File: config.mk
export PLATFORM = sky130hd
export DESIGN_NAME = irt_lerp
export DESIGN_NICKNAME = d
export VERILOG_FILES = /design/src/hw/rtl/interpolated_rate_table_unit_macros.svh /design/src/hw/rtl/irt_pkg.sv /design/src/hw/rtl/irt_lerp.sv
export SDC_FILE = /design/constraint.sdc
export NUM_CORES = 2
export LEC_CHECK = 0
export ABC_AREA = 1
export BUFFER_PORTS_ARGS = -buffer_cell sky130_fd_sc_hd__buf_4
export CORE_UTILIZATION = 60
export CTS_CLUSTER_SIZE = 16
export DETAILED_ROUTE_END_ITERATION = 12
export PLACE_DENSITY = 0.78
export REMOVE_ABC_BUFFERS = 1
export SLEW_MARGIN = 20
export SYNTH_ARGS = -nofsm -noshare
export SYNTH_HDL_FRONTEND = slang
export SYNTH_SLANG_ARGS = --single-unit
File: constraint.sdc
create_clock -name clk -period 6.2 [get_ports clk]
set_input_delay 1.24 -clock clk [delete_from_list [all_inputs] [get_ports clk]]
set_output_delay 1.24 -clock clk [all_outputs]
set_load 0.02 [all_outputs]
File: src/hw/rtl/interpolated_rate_table_unit_macros.svh
// Assertion helpers for the rate table pipeline.
`ifndef INTERPOLATED_RATE_TABLE_UNIT_MACROS_SVH
`define INTERPOLATED_RATE_TABLE_UNIT_MACROS_SVH
`ifndef SYNTHESIS
// Same-cycle implication.
`define IRT_ASSERT_IMPLY(lbl, ck, rn, ante, cons) \
  lbl: assert property (@(posedge ck) disable iff (!(rn)) (ante) |-> (cons)) \
    else $error("rate table assertion failed");
// Implication after a fixed number of cycles.
`define IRT_ASSERT_DELAY(lbl, ck, rn, ante, n, cons) \
  lbl: assert property (@(posedge ck) disable iff (!(rn)) (ante) |-> ##n (cons)) \
    else $error("rate table assertion failed");
`else
`define IRT_ASSERT_IMPLY(lbl, ck, rn, ante, cons)
`define IRT_ASSERT_DELAY(lbl, ck, rn, ante, n, cons)
`endif
`endif

File: src/hw/rtl/irt_pkg.sv
`timescale 1ns / 1ps
package irt_pkg;

  localparam int NUM_SPECIES_DEF = 4;
  localparam int NUM_POINTS_DEF  = 1024;

  localparam int RATE_W = 32;
  localparam int PAIR_W = 2;
  localparam int FRAC_W = 16;
  localparam int SPEC_W = 2;
  localparam int GRID_W = 10;
  localparam int NDIV_W = 10;
  localparam int CFG_W  = 32;
  localparam int CIDX_W = 2;

  // Accept edge to result edge.
  localparam int LATENCY = 7;

  localparam logic OP_LOAD   = 1'b0;
  localparam logic OP_LOOKUP = 1'b1;

  localparam logic [CIDX_W-1:0] CFG_X_MIN    = 2'd0;
  localparam logic [CIDX_W-1:0] CFG_INV_STEP = 2'd1;
  localparam logic [CIDX_W-1:0] CFG_NUM_DIV  = 2'd2;

  localparam logic [RATE_W-1:0] X_MIN_RST    = 32'h0000_0000;
  localparam logic [RATE_W-1:0] INV_STEP_RST = 32'h0001_0000;
  localparam logic [NDIV_W-1:0] NUM_DIV_RST  = 10'd1023;

  // Control that travels beside each transaction.
  typedef struct packed {
    logic vld;
    logic lookup;
    logic spec_ok;
    logic wr_ok;
    logic oor;
  } irt_ctl_t;

endpackage

File: src/hw/rtl/irt_lerp.sv
`timescale 1ns / 1ps
module irt_lerp (
  input  logic                                        clk,
  input  logic                                        rst_n,
  input  irt_pkg::irt_ctl_t                           ctl_i,
  input  logic [irt_pkg::FRAC_W-1:0]                  frac_i,
  input  logic [irt_pkg::PAIR_W*irt_pkg::RATE_W-1:0]  a_pair_i,
  input  logic [irt_pkg::PAIR_W*irt_pkg::RATE_W-1:0]  b_pair_i,
  output logic                                        vld_o,
  output logic                                        oor_o,
  output logic [irt_pkg::PAIR_W*irt_pkg::RATE_W-1:0]  rates_o
);
  import irt_pkg::*;

  localparam int PW = PAIR_W * RATE_W;

  irt_ctl_t            ctl1_r, ctl2_r;
  logic [FRAC_W-1:0]   frac1_r;
  logic [RATE_W-1:0]   a1_r [PAIR_W];
  logic [RATE_W-1:0]   a2_r [PAIR_W];
  logic [RATE_W:0]     diff1_r [PAIR_W];
  logic [RATE_W:0]     diff1_nxt [PAIR_W];
  logic signed [49:0]  prod2_r [PAIR_W];
  logic signed [49:0]  prod2_nxt [PAIR_W];
  logic [PW-1:0]       rates_r, rates_nxt;
  logic                vld_r, oor_r;

  always_comb begin
    for (int l = 0; l < PAIR_W; l++) begin
      diff1_nxt[l] = {b_pair_i[l*RATE_W+RATE_W-1], b_pair_i[l*RATE_W +: RATE_W]}
                   - {a_pair_i[l*RATE_W+RATE_W-1], a_pair_i[l*RATE_W +: RATE_W]};
      prod2_nxt[l] = $signed(diff1_r[l]) * $signed({1'b0, frac1_r});
      // floor of prod / 2^16, low word only
      rates_nxt[l*RATE_W +: RATE_W] = ctl2_r.spec_ok ?
                                      (a2_r[l] + prod2_r[l][47:16]) : '0;
    end
  end

  always_ff @(posedge clk) begin
    frac1_r <= frac_i;
    for (int l = 0; l < PAIR_W; l++) begin
      a1_r[l]    <= a_pair_i[l*RATE_W +: RATE_W];
      diff1_r[l] <= diff1_nxt[l];
      a2_r[l]    <= a1_r[l];
      prod2_r[l] <= prod2_nxt[l];
    end
    rates_r <= rates_nxt;
    oor_r   <= ctl2_r.oor;
  end

  always_ff @(posedge clk) begin
    if (!rst_n) begin
      ctl1_r <= '0;
      ctl2_r <= '0;
      vld_r  <= 1'b0;
    end else begin
      ctl1_r <= ctl_i;
      ctl2_r <= ctl1_r;
      vld_r  <= ctl2_r.vld;
    end
  end

  assign vld_o   = vld_r;
  assign oor_o   = oor_r;
  assign rates_o = rates_r;

endmodule

# Word-level counts from Yosys, hierarchy flattened

Memories as Yosys holds them, arrays and structs flattened.
Index checks and enable logic that the tools add are counted.

Bits in registers: 88
Memory bits (writable): 294
Input port bits: 151
Output and inout port bits: 66
Word-level logic and storage cells: 20
Memories: 4

Memory list:

| name    | words | bits a word | read ports | clocked after memory_dff | write ports | line           | text |
|---|---|---|---|---|---|---|---|
| prod2_r | 2     | 50          | 2          | 0                        | 2           | irt_lerp.sv:23 | `logic signed [49:0] prod2_r [PAIR_W];` |
| diff1_r | 2     | 33          | 2          | 0                        | 2           | irt_lerp.sv:21 | `logic [RATE_W:0] diff1_r [PAIR_W];` |
| a1_r    | 2     | 32          | 2          | 0                        | 2           | irt_lerp.sv:19 | `logic [RATE_W-1:0] a1_r [PAIR_W];` |
| a2_r    | 2     | 32          | 2          | 0                        | 2           | irt_lerp.sv:20 | `logic [RATE_W-1:0] a2_r [PAIR_W];` |

$add $sub $neg: 4
Multiply operators: 2

Operators by type and width:

| operator                     | count |
|---|---|
| multiplier 33 x 17 -> 50 bit | 2 |
| subtractor 32 x 32 -> 33 bit | 2 |
| adder 32 bit                 | 2 |

# Logic depth before layout (Yosys ltp)

Depth in word-level cells: 1
Gate-level depth with buffers: 30
Depth with buffers taken out: 28

# Worst setup path before layout

Ideal clock, no wire load.

Path type: register -> register
From: register frac1_r[3]
To: memory prod2_r[1][47], in the netlist prod2_r[0][97]
Library setup time: 0.112 ns
Arrival time: 5.573 ns
Required time: 6.088 ns
Slack: 0.515 ns
Stages on the path, launching flop included: 25
Buffers on the path: 2
Period minus slack after synthesis: 5.685 ns
Cells stage by stage: dfxtp_1 > clkbuf_1 > clkbuf_1 > nand2_1 > fa_1 > fa_1 > inv_1 > fa_1 > fa_1 > fa_1 > inv_1 > fa_1 > inv_1 > ha_1 > nand2_1 > inv_1 > nand2_1 > nor3_1 > nand2_1 > nor2_1 > nand2_1 > nand3_1 > inv_1 > nand2_1 > nand2_1

RTL lines:

| element                | line           | text |
|---|---|---|
| start, declared        | irt_lerp.sv:18 | `logic [FRAC_W-1:0] frac1_r;` |
| start signal, assigned | irt_lerp.sv:40 | `frac1_r <= frac_i;` |
| end, declared          | irt_lerp.sv:23 |  |

==> impl_metrics.py <==
metrics = {
    "hold_path": {
        "hold_depth": 0,
        "hp-class": "reg2reg",
    },
    "placed_design": {
        "placer_s_final_routability_congestion_estimate": 1.02,
        "placedCellCount": 8790,
        "port_bufs": 214,
        "detailed_place_hpwl_um": 133000,
    },
    "sta": {
        "grt_setup_unrepaired": "no",
        "max_slew_margin_pct": 46.4,
        "fmaxAchievable_mhz": 170,
        "timing_max_transition_violations_final": 0,
        "finalSetupViolations": 0,
        "finalHoldViolCount": 0,
        "clock_skew_ns": 0.0351,
        "fraction_of_the_cycle_the_final_worst_path_needs_pct": 95.0,
        "min_period_ns": 5.89,
        "max_slew.worst_pin.slew_ns": 0.799,
    },
    "setup_path": {
        "setup.worst_path.class": "reg2reg",
        "critical_path.most_common_cell": "fa_1",
        "critPathRequiredTime_ns": 6.72,
        "crit_arrival_ns": 6.41,
        "critical_path_buf_inv_count": 4,
        "critical_path.max_fanout": 38,
        "critical_path.max_stage_delay_ns": 0.59,
        "cpMaxStageDelayCell": "fa_1",
        "worst-path-stages": 21,
        "cell_by_cell_trace_of_the_critical_path": "buf_12, nand2_1, fa_1, fa_1, inv_1, fa_1, inv_1, fa_1, fa_1, fa_1, inv_1, ha_1, nand2_1, nor2_1, nand2_1, nor2_1, and2_1, nand2_1, nand3_1, nand3_1, nand2_2",
        "setup.worst_path.start_class": "register",
        "worst_setup_path_end_kind": "register",
        "ff2ff_path_depth": 21,
        "path_delay_family": "adder cells",
    },
    "route": {
        "routed_wirelength_um": 155000,
        "drt_first_pass_iters": 6,
        "ant_nets": 0,
        "wl_per_cell_um": 17.5,
        "via_count": 46077,
        "drt_iter0_markers": 3018,
        "post_drt_via_cell_ratio": 5.20,
        "drcViolationCount": 0,
    },
    "cells_and_area": {
        "final-instance-count-excl-fill": 8865,
        "multi_input_comb_area_um2": 38700,
        "seq_area_um2": 6960,
        "drive_above_1_share_pct": 7.54,
        "design.final.nets": 9140,
        "final.fill_count": 7677,
        "areaGrowthSynthToFinish_pct": 10.1,
    },
    "cts": {
        "clk_pin_slew_worst_paths_ns": 0.08,
        "clock_sink_count": 346,
        "cts_htree_levels": 2,
        "cts.root.buffer_cell": "clkbuf_16",
        "cts_hold_buf": 0,
        "worst_skew_pair.late_latency_ns": 0.63,
        "number_of_buffers_added_by_the_clock_tree_synthesis_step": 41,
        "cts_tree": "yes",
        "postCtsSetupRepairBufs": 0,
        "clockBufferDepth": 3,
    },
    "synthesis": {
        "post_synth_main_area_contributors": "fa_1, nand2_1, inv_1",
        "synthesis.area_per_instance_um2": 7.34,
        "post_synth_arst_share_pct": 0,
        "ys_top_cells_by_count": "nand2_1, inv_1, fa_1",
        "synth_cells": 7425,
        "synth.cell_area_um2": 54500,
        "synth-main-ff-cell": "dfxtp_1",
        "seq_area_frac_synth_pct": 12.7,
        "post-synth-top-area-fraction_pct": 36.1,
        "synth_cell_type_count": 43,
        "yosysWarnings": 0,
        "synth.most_common_cell": "nand2_1",
        "ys_ff_latch": 346,
        "synth-edff-count": 0,
        "yosysTopAreaCell": "fa_1",
    },
    "floorplanning": {
        "floorplan.io_pins": 217,
        "number_of_rows_in_the_core_area": 110,
        "initial_core_util_pct": 60.5,
        "die_area_um2": 92000,
        "die_width_um": 303,
        "fp.dieH_um": 303,
        "floorplan.core_area_um2": 90000,
    },
    "job": {
        "max_cap_viol_count": 0,
    },
    "grt": {
        "groute.usage.overall_pct": 34.9,
        "grt_overflow_total": 0,
        "grt_max_degree": 68,
        "via_count_of_the_first_global_routing_pass": 48334,
        "grt_first_pass_wirelength_um": 248000,
        "number_of_antenna_violations_at_the_first_check_in_global_routing": 5,
    },
    "outcome": {
        "run_status": "complete, no violations",
    },
}
==> stage by stage <==
stage	TNS, ns	area (um2)	utilization (%)	setup slack (ns)	hold slack, ns
2_1_floorplan	-0.528	53500	-	-0.172	0.310
3_3_place_gp	0	58600	65.1	0.267	0.310
3_5_place_dp	0	58600	65.1	0.232	0.312
4_1_cts	0	60000	66.6	0.191	0.312
5_1_grt	0	60000	66.7	0.00881	0.309
6_report	0	60000	66.7	0.311	0.302
==> flip-flops by register name, indices dropped and copies added, names as in the netlist <==
| register | cells |
|---|---|
| oor_o | 1 |
| rates_o | 64 |
| a2_r | 64 |
| ctl2_r | 3 |
| prod2_r | 64 |
| diff1_r | 66 |
| vld_o | 1 |
| a1_r | 64 |
| frac1_r | 16 |
| ctl1_r | 3 |
==> layer usage <==
| metal | vias up | part of all wire, % | track usage [%] |
|---|---|---|---|
| met5 | - | 0.037 | 0 |
| met4 | 8 | 7.6 | 22.9 |
| met3 | 566 | 6.4 | 5.64 |
| met2 | 1746 | 50 | 62.1 |
| met1 | 22023 | 36 | 38.6 |
| li1 | 21734 | - | - |
==> final timing paths <==
path	end	slack, ns	start
min	a2_r[0][7]$_DFF_P_	0.30	a1_r[0][7]$_DFF_P_
max reg2reg	prod2_r[0][47]$_DFF_P_	0.31	frac1_r[2]$_DFF_P_
max	prod2_r[0][47]$_DFF_P_	0.31	frac1_r[2]$_DFF_P_
min reg2reg	a2_r[0][7]$_DFF_P_	0.30	a1_r[0][7]$_DFF_P_
==> kinds of logic (layout without fill, tap and decap cells) <==
family          count (synthesis)  in the layout  share of synthesized area (%)
simple gates                 2789           2789                           20.2
fa+ha+maj                    1332           1332                           44.1
flops                         346            346                           12.7
compound gates                512            512                           5.23
xor+xnor                       93             93                           1.50
buf+inv                      2353           2616                           16.2
other cells                     0              1                              0
==> area by class of cell <==
| type | count | share of cell area [%] |
|---|---|---|
| diodes | 1 | 0.00417 |
| clock buffers | 48 | 1.84 |
| clock inverters | 26 | 0.459 |
| inverters | 2106 | 13.2 |
| multi-input cells | 4726 | 64.5 |
| flip-flops and latches | 346 | 11.6 |
| well taps | 1176 | 2.45 |
| repair buffers | 436 | 5.93 |
==> repair_timing <==
action / in CTS / in global routing
setup endpoints to repair: 0 / 11
gates resized for setup: 0 / 19
endpoints found under the hold margin: 0 / 0
==> cells in the final DEF (no fill, tap or decap), types with 6 or more instances in the layout <==
cell type      n
buf_6          6
xor2_1        71
a21boi_0      12
a21oi_1      265
nor4_1         6
dfxtp_2       23
nand2_2        8
dfxtp_1      323
buf_4        409
ha_1         350
o21ai_0      129
nand3b_1       8
nand3_1      180
nand2_1     2122
o21ai_1        7
nor2_2        11
inv_1       2101
clkinvlp_4     8
o21ai_2        7
fa_1         981
nor2_1       371
xnor2_1       22
clkbuf_16     42
buf_12        21
o21a_1        17
a21o_1        18
nand4_1       33
a31oi_1        8
nor3_1        25
o21bai_1      40
Power is left out: the tool's default activity adds up to more than one toggle a clock period on the data nets, which glitch-free logic cannot reach.
