File: config.mk
export PLATFORM = sky130hd
export DESIGN_NAME = irt_index
export DESIGN_NICKNAME = d
export VERILOG_FILES = /design/src/hw/rtl/interpolated_rate_table_unit_macros.svh /design/src/hw/rtl/irt_pkg.sv /design/src/hw/rtl/irt_index.sv
export SDC_FILE = /design/constraint.sdc
export NUM_CORES = 2
export LEC_CHECK = 0
export ABC_AREA = 0
export BUFFER_PORTS_ARGS = -buffer_cell sky130_fd_sc_hd__buf_2
export CAP_MARGIN = 5
export CORE_ASPECT_RATIO = 1.5
export CORE_UTILIZATION = 60
export DETAILED_ROUTE_END_ITERATION = 7
export HOLD_SLACK_MARGIN = 0.08
export PLACE_DENSITY = 0.79
export SETUP_SLACK_MARGIN = 0.15
export SLEW_MARGIN = 20
export SYNTH_ARGS = -nofsm -noshare
export SYNTH_HDL_FRONTEND = slang
export SYNTH_SLANG_ARGS = --single-unit
File: constraint.sdc
create_clock -name clk -period 8 [get_ports clk]
set_input_delay 0.8 -clock clk [delete_from_list [all_inputs] [get_ports clk]]
set_output_delay 0.8 -clock clk [all_outputs]
set_load 0.02 [all_outputs]
File: src/hw/rtl/interpolated_rate_table_unit_macros.svh
// Assertion helpers for the rate table pipeline.
`ifndef INTERPOLATED_RATE_TABLE_UNIT_MACROS_SVH
`define INTERPOLATED_RATE_TABLE_UNIT_MACROS_SVH
`ifndef SYNTHESIS
// Same-cycle implication.
`define IRT_ASSERT_IMPLY(lbl, ck, rn, ante, cons) \
  lbl: assert property (@(posedge ck) disable iff (!(rn)) (ante) |-> (cons)) \
    else $error("rate table assertion failed");
// Implication after a fixed number of cycles.
`define IRT_ASSERT_DELAY(lbl, ck, rn, ante, n, cons) \
  lbl: assert property (@(posedge ck) disable iff (!(rn)) (ante) |-> ##n (cons)) \
    else $error("rate table assertion failed");
`else
`define IRT_ASSERT_IMPLY(lbl, ck, rn, ante, cons)
`define IRT_ASSERT_DELAY(lbl, ck, rn, ante, n, cons)
`endif
`endif

File: src/hw/rtl/irt_pkg.sv
`timescale 1ns / 1ps
package irt_pkg;

  localparam int NUM_SPECIES_DEF = 4;
  localparam int NUM_POINTS_DEF  = 1024;

  localparam int RATE_W = 32;
  localparam int PAIR_W = 2;
  localparam int FRAC_W = 16;
  localparam int SPEC_W = 2;
  localparam int GRID_W = 10;
  localparam int NDIV_W = 10;
  localparam int CFG_W  = 32;
  localparam int CIDX_W = 2;

  // Accept edge to result edge.
  localparam int LATENCY = 7;

  localparam logic OP_LOAD   = 1'b0;
  localparam logic OP_LOOKUP = 1'b1;

  localparam logic [CIDX_W-1:0] CFG_X_MIN    = 2'd0;
  localparam logic [CIDX_W-1:0] CFG_INV_STEP = 2'd1;
  localparam logic [CIDX_W-1:0] CFG_NUM_DIV  = 2'd2;

  localparam logic [RATE_W-1:0] X_MIN_RST    = 32'h0000_0000;
  localparam logic [RATE_W-1:0] INV_STEP_RST = 32'h0001_0000;
  localparam logic [NDIV_W-1:0] NUM_DIV_RST  = 10'd1023;

  // Control that travels beside each transaction.
  typedef struct packed {
    logic vld;
    logic lookup;
    logic spec_ok;
    logic wr_ok;
    logic oor;
  } irt_ctl_t;

endpackage

File: src/hw/rtl/irt_index.sv
`timescale 1ns / 1ps
module irt_index #(
  parameter int NUM_SPECIES = irt_pkg::NUM_SPECIES_DEF,
  parameter int NUM_POINTS  = irt_pkg::NUM_POINTS_DEF
) (
  input  logic                                        clk,
  input  logic                                        rst_n,
  input  logic                                        acc,
  input  logic                                        op,
  input  logic [irt_pkg::SPEC_W-1:0]                  species,
  input  logic [irt_pkg::GRID_W-1:0]                  grid_index,
  input  logic [irt_pkg::RATE_W-1:0]                  load_first,
  input  logic [irt_pkg::RATE_W-1:0]                  load_second,
  input  logic [irt_pkg::RATE_W-1:0]                  x_value,
  input  logic [irt_pkg::RATE_W-1:0]                  x_min,
  input  logic [irt_pkg::RATE_W-1:0]                  inv_step,
  input  logic [irt_pkg::NDIV_W-1:0]                  num_div,
  output irt_pkg::irt_ctl_t                           ctl_o,
  output logic [irt_pkg::SPEC_W-1:0]                  species_o,
  output logic [$clog2(NUM_POINTS)-1:0]               lo_idx_o,
  output logic [$clog2(NUM_POINTS)-1:0]               hi_idx_o,
  output logic [irt_pkg::FRAC_W-1:0]                  frac_o,
  output logic [irt_pkg::PAIR_W*irt_pkg::RATE_W-1:0]  wr_pair_o
);
  import irt_pkg::*;

  localparam int IW = $clog2(NUM_POINTS);
  localparam int PW = PAIR_W * RATE_W;

  // Stage 1: offset from grid origin
  irt_ctl_t           ctl1_r, ctl1_nxt;
  logic [SPEC_W-1:0]  spec1_r;
  logic [GRID_W-1:0]  grid1_r;
  logic [PW-1:0]      ld1_r;
  logic [RATE_W:0]    d1_r, d1_nxt;

  // Stage 2: scale by inverse spacing
  irt_ctl_t           ctl2_r;
  logic [SPEC_W-1:0]  spec2_r;
  logic [GRID_W-1:0]  grid2_r;
  logic [PW-1:0]      ld2_r;
  logic               neg2_r;
  logic [47:0]        ph2_r, ph2_nxt;
  logic [31:0]        pl2_r, pl2_nxt;
  logic [47:0]        pl_full;

  // Stage 3: locate interval and clamp
  irt_ctl_t           ctl3_r, ctl3_nxt;
  logic [SPEC_W-1:0]  spec3_r;
  logic [IW-1:0]      lo3_r, lo3_nxt;
  logic [IW-1:0]      hi3_r, hi3_nxt;
  logic [FRAC_W-1:0]  frac3_r, frac3_nxt;
  logic [PW-1:0]      ld3_r;

  logic [48:0]        q;
  logic [32:0]        whole;
  logic [FRAC_W-1:0]  q_frac;
  logic [31:0]        nd_full;
  logic [IW-1:0]      nd;

  always_comb begin
    ctl1_nxt.vld     = acc;
    ctl1_nxt.lookup  = (op == OP_LOOKUP);
    ctl1_nxt.spec_ok = (32'(species) < NUM_SPECIES);
    ctl1_nxt.wr_ok   = (32'(species) < NUM_SPECIES) && (32'(grid_index) < NUM_POINTS);
    ctl1_nxt.oor     = 1'b0;
    d1_nxt = {x_value[RATE_W-1], x_value} - {x_min[RATE_W-1], x_min};
  end

  always_comb begin
    ph2_nxt = 48'(d1_r[31:16]) * 48'(inv_step);
    pl_full = 48'(d1_r[15:0]) * 48'(inv_step);
    pl2_nxt = pl_full[47:16];
  end

  always_comb begin
    if (num_div == '0) begin
      nd_full = 32'd1;
    end else if (32'(num_div) > 32'(NUM_POINTS - 1)) begin
      nd_full = 32'(NUM_POINTS - 1);
    end else begin
      nd_full = 32'(num_div);
    end
    nd     = IW'(nd_full);
    q      = {1'b0, ph2_r} + 49'(pl2_r);
    whole  = q[48:16];
    q_frac = q[15:0];

    ctl3_nxt  = ctl2_r;
    lo3_nxt   = '0;
    hi3_nxt   = '0;
    frac3_nxt = '0;
    if (!ctl2_r.lookup) begin
      lo3_nxt = IW'(grid2_r);
      hi3_nxt = IW'(grid2_r);
    end else if (!ctl2_r.spec_ok) begin
      ctl3_nxt.oor = 1'b1;
    end else if (neg2_r) begin
      ctl3_nxt.oor = 1'b1;
    end else if (whole >= 33'(nd)) begin
      // clamp to last point; exact hit on it is still in range
      ctl3_nxt.oor = (whole != 33'(nd)) || (q_frac != '0);
      lo3_nxt      = nd;
      hi3_nxt      = nd;
    end else begin
      lo3_nxt   = IW'(whole);
      hi3_nxt   = IW'(whole) + IW'(1);
      frac3_nxt = q_frac;
    end
  end

  always_ff @(posedge clk) begin
    if (!rst_n) begin
      ctl1_r <= '0;
      ctl2_r <= '0;
      ctl3_r <= '0;
    end else begin
      ctl1_r <= ctl1_nxt;
      ctl2_r <= ctl1_r;
      ctl3_r <= ctl3_nxt;
    end
  end

  always_ff @(posedge clk) begin
    spec1_r <= species;
    grid1_r <= grid_index;
    ld1_r   <= {load_second, load_first};
    d1_r    <= d1_nxt;
    spec2_r <= spec1_r;
    grid2_r <= grid1_r;
    ld2_r   <= ld1_r;
    neg2_r  <= d1_r[RATE_W];
    ph2_r   <= ph2_nxt;
    pl2_r   <= pl2_nxt;
    spec3_r <= spec2_r;
    lo3_r   <= lo3_nxt;
    hi3_r   <= hi3_nxt;
    frac3_r <= frac3_nxt;
    ld3_r   <= ld2_r;
  end

  assign ctl_o     = ctl3_r;
  assign species_o = spec3_r;
  assign lo_idx_o  = lo3_r;
  assign hi_idx_o  = hi3_r;
  assign frac_o    = frac3_r;
  assign wr_pair_o = ld3_r;

endmodule

Word-level counts from Yosys, hierarchy flattened
Cells that the tools add are included.

Latch bits: 0. Output and inout port bits: 107. RAM bits: 0. Word-level logic and storage cells: 57. Memories: 0. ROM bits: 0. Input bits: 186. Bits in registers: 383.

Muxes and demuxes: 14. Divide/modulo/power cells: 0. Multiply operators: 2. Order comparisons: 1. Bitwise logic cells: 2. Eq/ne operators: 1. $add $sub $neg: 3. Reduce and logical (&&, ||, !) cells: 4. Shift operators: 0.

Operator list (count): multiplier 16 x 32 -> 48 bit (2); 2-to-1 mux 10 bit (9); adder 48 x 32 -> 49 bit (1); greater-or-equal comparator 33 x 10 -> 1 bit (1); != test 33 x 10 -> 1 bit (1); subtractor 32 x 32 -> 33 bit (1); nonzero test 16 bit (1); adder 10 x 1 -> 10 bit (second input constant) (1); logical NOT 10 bit (1); 2-to-1 mux 1 bit (4); OR reduction 4 bit (1); 2-to-1 mux 3 bit (1); NOT 1 bit (2); logical OR 1 bit (1).

Logic depth before layout (Yosys ltp)
Word-level depth: 8. Mapped depth: 26. Gate-level depth less buffers: 25.

Worst setup path after synthesis
Ideal clock, no wire load.

Path kind: in2reg. Start: in inv_step[7] (netlist name). End: reg ph2_r[45]. Data required time: 7.937 ns. Stages: 24. Buffers on the path: 1. Library setup time: 0.063 ns. Slack: 1.065 ns. Data arrival time: 6.872 ns. Cell sequence: clkbuf_1 -> nand2_1 -> fa_1 -> inv_1 -> fa_1 -> inv_1 -> fa_1 -> inv_1 -> fa_1 -> fa_1 -> inv_1 -> fa_1 -> inv_1 -> ha_1 -> a211o_1 -> a2111oi_0 -> nor3_1 -> nor3_1 -> nor2_1 -> a41oi_1 -> o21a_1 -> o211ai_1 -> a2111oi_0 -> nand3b_1.

Cells in the longest elaborated chain, start to end: 1.

Ends and longest elaborated chain: from (decl) (RTL line irt_index.sv:16) `input logic [irt_pkg::RATE_W-1:0] inv_step,`; multiplier 16 x 32 -> 48 bit (RTL line irt_index.sv:71) `ph2_nxt = 48'(d1_r[31:16]) * 48'(inv_step);`; named net ph2_nxt[45] (RTL line irt_index.sv:43) `logic [47:0] ph2_r, ph2_nxt;`; to (signal assigned) (RTL line irt_index.sv:133) `ph2_r <= ph2_nxt;`; to (decl) (RTL line irt_index.sv:43).

The timed path passes the listed nets, and every way through them passes these cells. A chain may end at the register's enable or synchronous reset.

Worst setup path in the final report
Start: reg d1_r[18]. End: reg ph2_r[41].

Cells in the longest elaborated chain, start to end: 1.

Ends and longest elaborated chain: from (decl) (RTL line irt_index.sv:35) `logic [RATE_W:0] d1_r, d1_nxt;`; from (signal assigned) (RTL line irt_index.sv:128) `d1_r <= d1_nxt;`; multiplier 16 x 32 -> 48 bit (RTL line irt_index.sv:71); named net ph2_nxt[41] (RTL line irt_index.sv:43).

The timed path passes the listed nets, and every way through them passes these cells.

==> results.md <==
* Status: completed
* Setup TNS Final at 0 ns
* CTS buffer count at 36
* Crit path arrival time at ~8 ns
* Routed WL at about 120000 um
* Max Transition Viols Final at 0
* Clock root cell: clkbuf_16
* I/O pin count at between 200 and 300
* Crit path to: ph2_r[41]
* Rows at approximately 120
* Main area contributors after synthesis: fa_1 (38%), dfxtp_1 (17%), ha_1 (8.9%)
* Layout cell share with drive strength beyond 1 at 0.100
* Max-cap viol count at 0
* Min-delay worst type: input port to flop
* Worst-Margin Slew at between 0.9 and 1 ns
* Startpoint types: flop
* CTS H-tree depth at 2
* Antenna-violating nets left at 0
* Reg2reg start: d1_r[18]
* FF+latch count, synth at between 300 and 400
* Via count at 33000
* Die Ht at between 300 and 400 um
* Max Clock Skew at about 0.028 ns
* Port bufs at ~290
* # setup viols final at 0
* Core area at around 72000 sq um
* Post-synth top area share at 0.383
* Fin nets at about 6300
* Clk buf depth at 3
* Drt via density at about 5.6
* Mapped Cells at roughly 4700
* Sequential fraction of the synthesis area at 0.173
* Final Critical Period at 7.52 ns
* Hold Violations, Final at 0
* Post-synth top area cell: fa_1
* Synth Net Count at between 6000 and 7000
* Cell Area, Synth at 43800 sq um
* Pre-antenna DRT Iters at 5
* Worst-path fanout max at 15
* Most used DFF post-synth: dfxtp_1
* Worst-case reg-to-reg path depth at 23
* Layout area overhead at 9.05%
* EDFF count, synth at 0
* Grt ovf at 0
* Final Wtd Congestion at 0.973
* Initial DRC count at between 2000 and 2500
* Ys async rst share at 0
* RSZ-0062 raised after global routing: false
* Most numerous cell in the Yosys netlist: inv_1
* Multi-input combinational cell area at 31800 sq um
* Residual DRC at 0
* DIE WIDTH at roughly 220 um
* Post-DP HPWL at 92900 um
* Clock-pin transition on the worst setup and hold timing paths at 0.07 ns
* Total track usage at 0.321
* Die area at roughly 74000 sq um
* Slew headroom at 0.375
* Fmax at ~130 MHz
* Synth cell count leaders: inv_1 (953), fa_1 (837), nand2_1 (662)
* Global-route wire length before repair at ~180000 um
* Initial antenna violation count at 5
* Clk_lat worst skew at 0.59 ns
* Post-synthesis average cell area at about 9.3 sq um
* Detailed-route wire length per cell at slightly below 20 um
* Critical path endpoint category: flop
* Starting Density at 0.605
* Vias in the first global route at 35600
* Critical Path RT at 8.48 ns
* TritonCTS clock tree: built
* Yosys cell types at between 60 and 70
* Layout fillers at approximately 5600
* Critical setup path kind: flop to flop
* Yosys warns at 0
* Clock tree sinks at between 300 and 400
* Largest net degree at the start of global routing at 33
* Critical path startpoint: d1_r[18]
* Register area at ~7600 sq um
* R2R Setup Slk at slightly below 0.5 ns
* Tcrit/Tclk final at 0.940
* FF-to-FF End: ph2_r[41]
[worst min path at each step]
| stage | from | to | depth (start not counted) |
|---|---|---|---|
| 6_report | load_second[4] | ld1_r[36] | 1 |
| 3_3_place_gp | ld2_r[15] | wr_pair_o[15] | 0 |
| 2_1_floorplan | grid1_r[0] | grid2_r[0] | 0 |
| 3_5_place_dp | spec2_r[0] | species_o[0] | 0 |
| 4_1_cts | load_first[18] | ld1_r[18] | 1 |
| 5_1_grt | load_first[18] | ld1_r[18] | 1 |
[sequential cells by signal, summed over array words and instances, names as in the netlist, 3 cells and up]
name / cells
ld1_r: 64
ld2_r: 64
wr_pair_o: 64
ph2_r: 48
d1_r: 33
pl2_r: 32
frac_o: 16
grid1_r: 10
grid2_r: 10
hi_idx_o: 10
lo_idx_o: 10
ctl_o: 4
ctl1_r: 3
ctl2_r: 3
[what timing repair did]
action                     CTS  global route
setup buffers                0             0
resized for setup            0             3
hold buffers                 0             0
hold endpoints to repair     0             0
setup endpoints to repair    0             7
[layout by cell type, fill, tap and decap left out, types with 9 or more instances in the layout]
master	count
o31ai_1	10
a31oi_1	16
and2_1	445
a21oi_1	113
nand2b_1	19
o21bai_1	15
nand4_1	21
a21o_1	66
o21ai_0	71
nand2_1	662
or2_2	12
nor2b_1	35
dfxtp_1	370
xnor2_1	84
inv_1	953
nand3_1	35
buf_2	292
nor2_1	96
ha_1	312
xor2_1	50
o21a_1	20
o211ai_1	9
nor3_1	38
buf_4	109
a221o_1	23
a211oi_1	19
and3_1	27
clkbuf_16	36
fa_1	837
[cell families (layout without fill, tap and decap cells)]
| logic type | count (synthesis) | count (layout) | share of synthesized area |
|---|---|---|---|
| compound gates | 429 | 429 | 0.0665 |
| simple gates | 1429 | 1429 | 0.161 |
| buf+inv | 1168 | 1424 | 0.101 |
| fa+ha+maj | 1149 | 1149 | 0.472 |
| other cells | 0 | 4 | 0 |
| flops | 378 | 378 | 0.173 |
| mux | 3 | 3 | 0.000686 |
| xor+xnor | 134 | 134 | 0.0268 |
[metrics by stage]
stage / util / setup WS [ns] / cells / hold WS, ns / instance area (sq um)
2_1_floorplan: - / 1.07 / 4690 / 0.310 / 43800
3_3_place_gp: 0.643 / 0.216 / 5803 / 0.310 / 46500
3_5_place_dp: 0.643 / 0.0284 / 5803 / 0.312 / 46500
4_1_cts: 0.660 / 0.480 / 5868 / 0.289 / 47700
5_1_grt: 0.660 / 0.246 / 5868 / 0.296 / 47800
6_report: 0.660 / 0.481 / 5872 / 0.304 / 47800
[worst max-delay path, cell delays in order (launching register included)]
cell	delay (ns)
dfxtp_1	0.84
buf_4	0.39
nand2_1	0.12
fa_1	0.51
fa_1	0.52
fa_1	0.53
inv_1	0.08
fa_1	0.45
fa_1	0.52
inv_1	0.05
fa_1	0.48
inv_1	0.04
ha_1	0.41
and3_1	0.24
o2111ai_1	0.11
nor3_1	0.35
nor3_1	0.12
nor2_1	0.25
a41oi_1	0.19
o21a_1	0.24
buf_4	0.15
o21ba_2	0.26
or4_1	0.43
o2111ai_1	0.13
[cell type report]
class / instances / share of cell area
Inverter: 953 / 0.0749
Clock inverter: 20 / 0.00561
Tap cell: 922 / 0.0242
Multi-Input combinational cell: 3144 / 0.666
Timing Repair Buffer: 406 / 0.0498
Clock buffer: 45 / 0.0202
Sequential cell: 378 / 0.159
Antenna cell: 4 / 0.000210
[layer usage]
layer,vias up,share of wire,track usage
li1,14600,-,-
met1,16300,0.35,0.357
met2,1620,0.49,0.562
met3,468,0.087,0.0666
met4,8,0.070,0.198
met5,-,0.00049,0
Power is not shown: default switching activity piles up to over one toggle a cycle in this logic, so the estimate is an artifact.
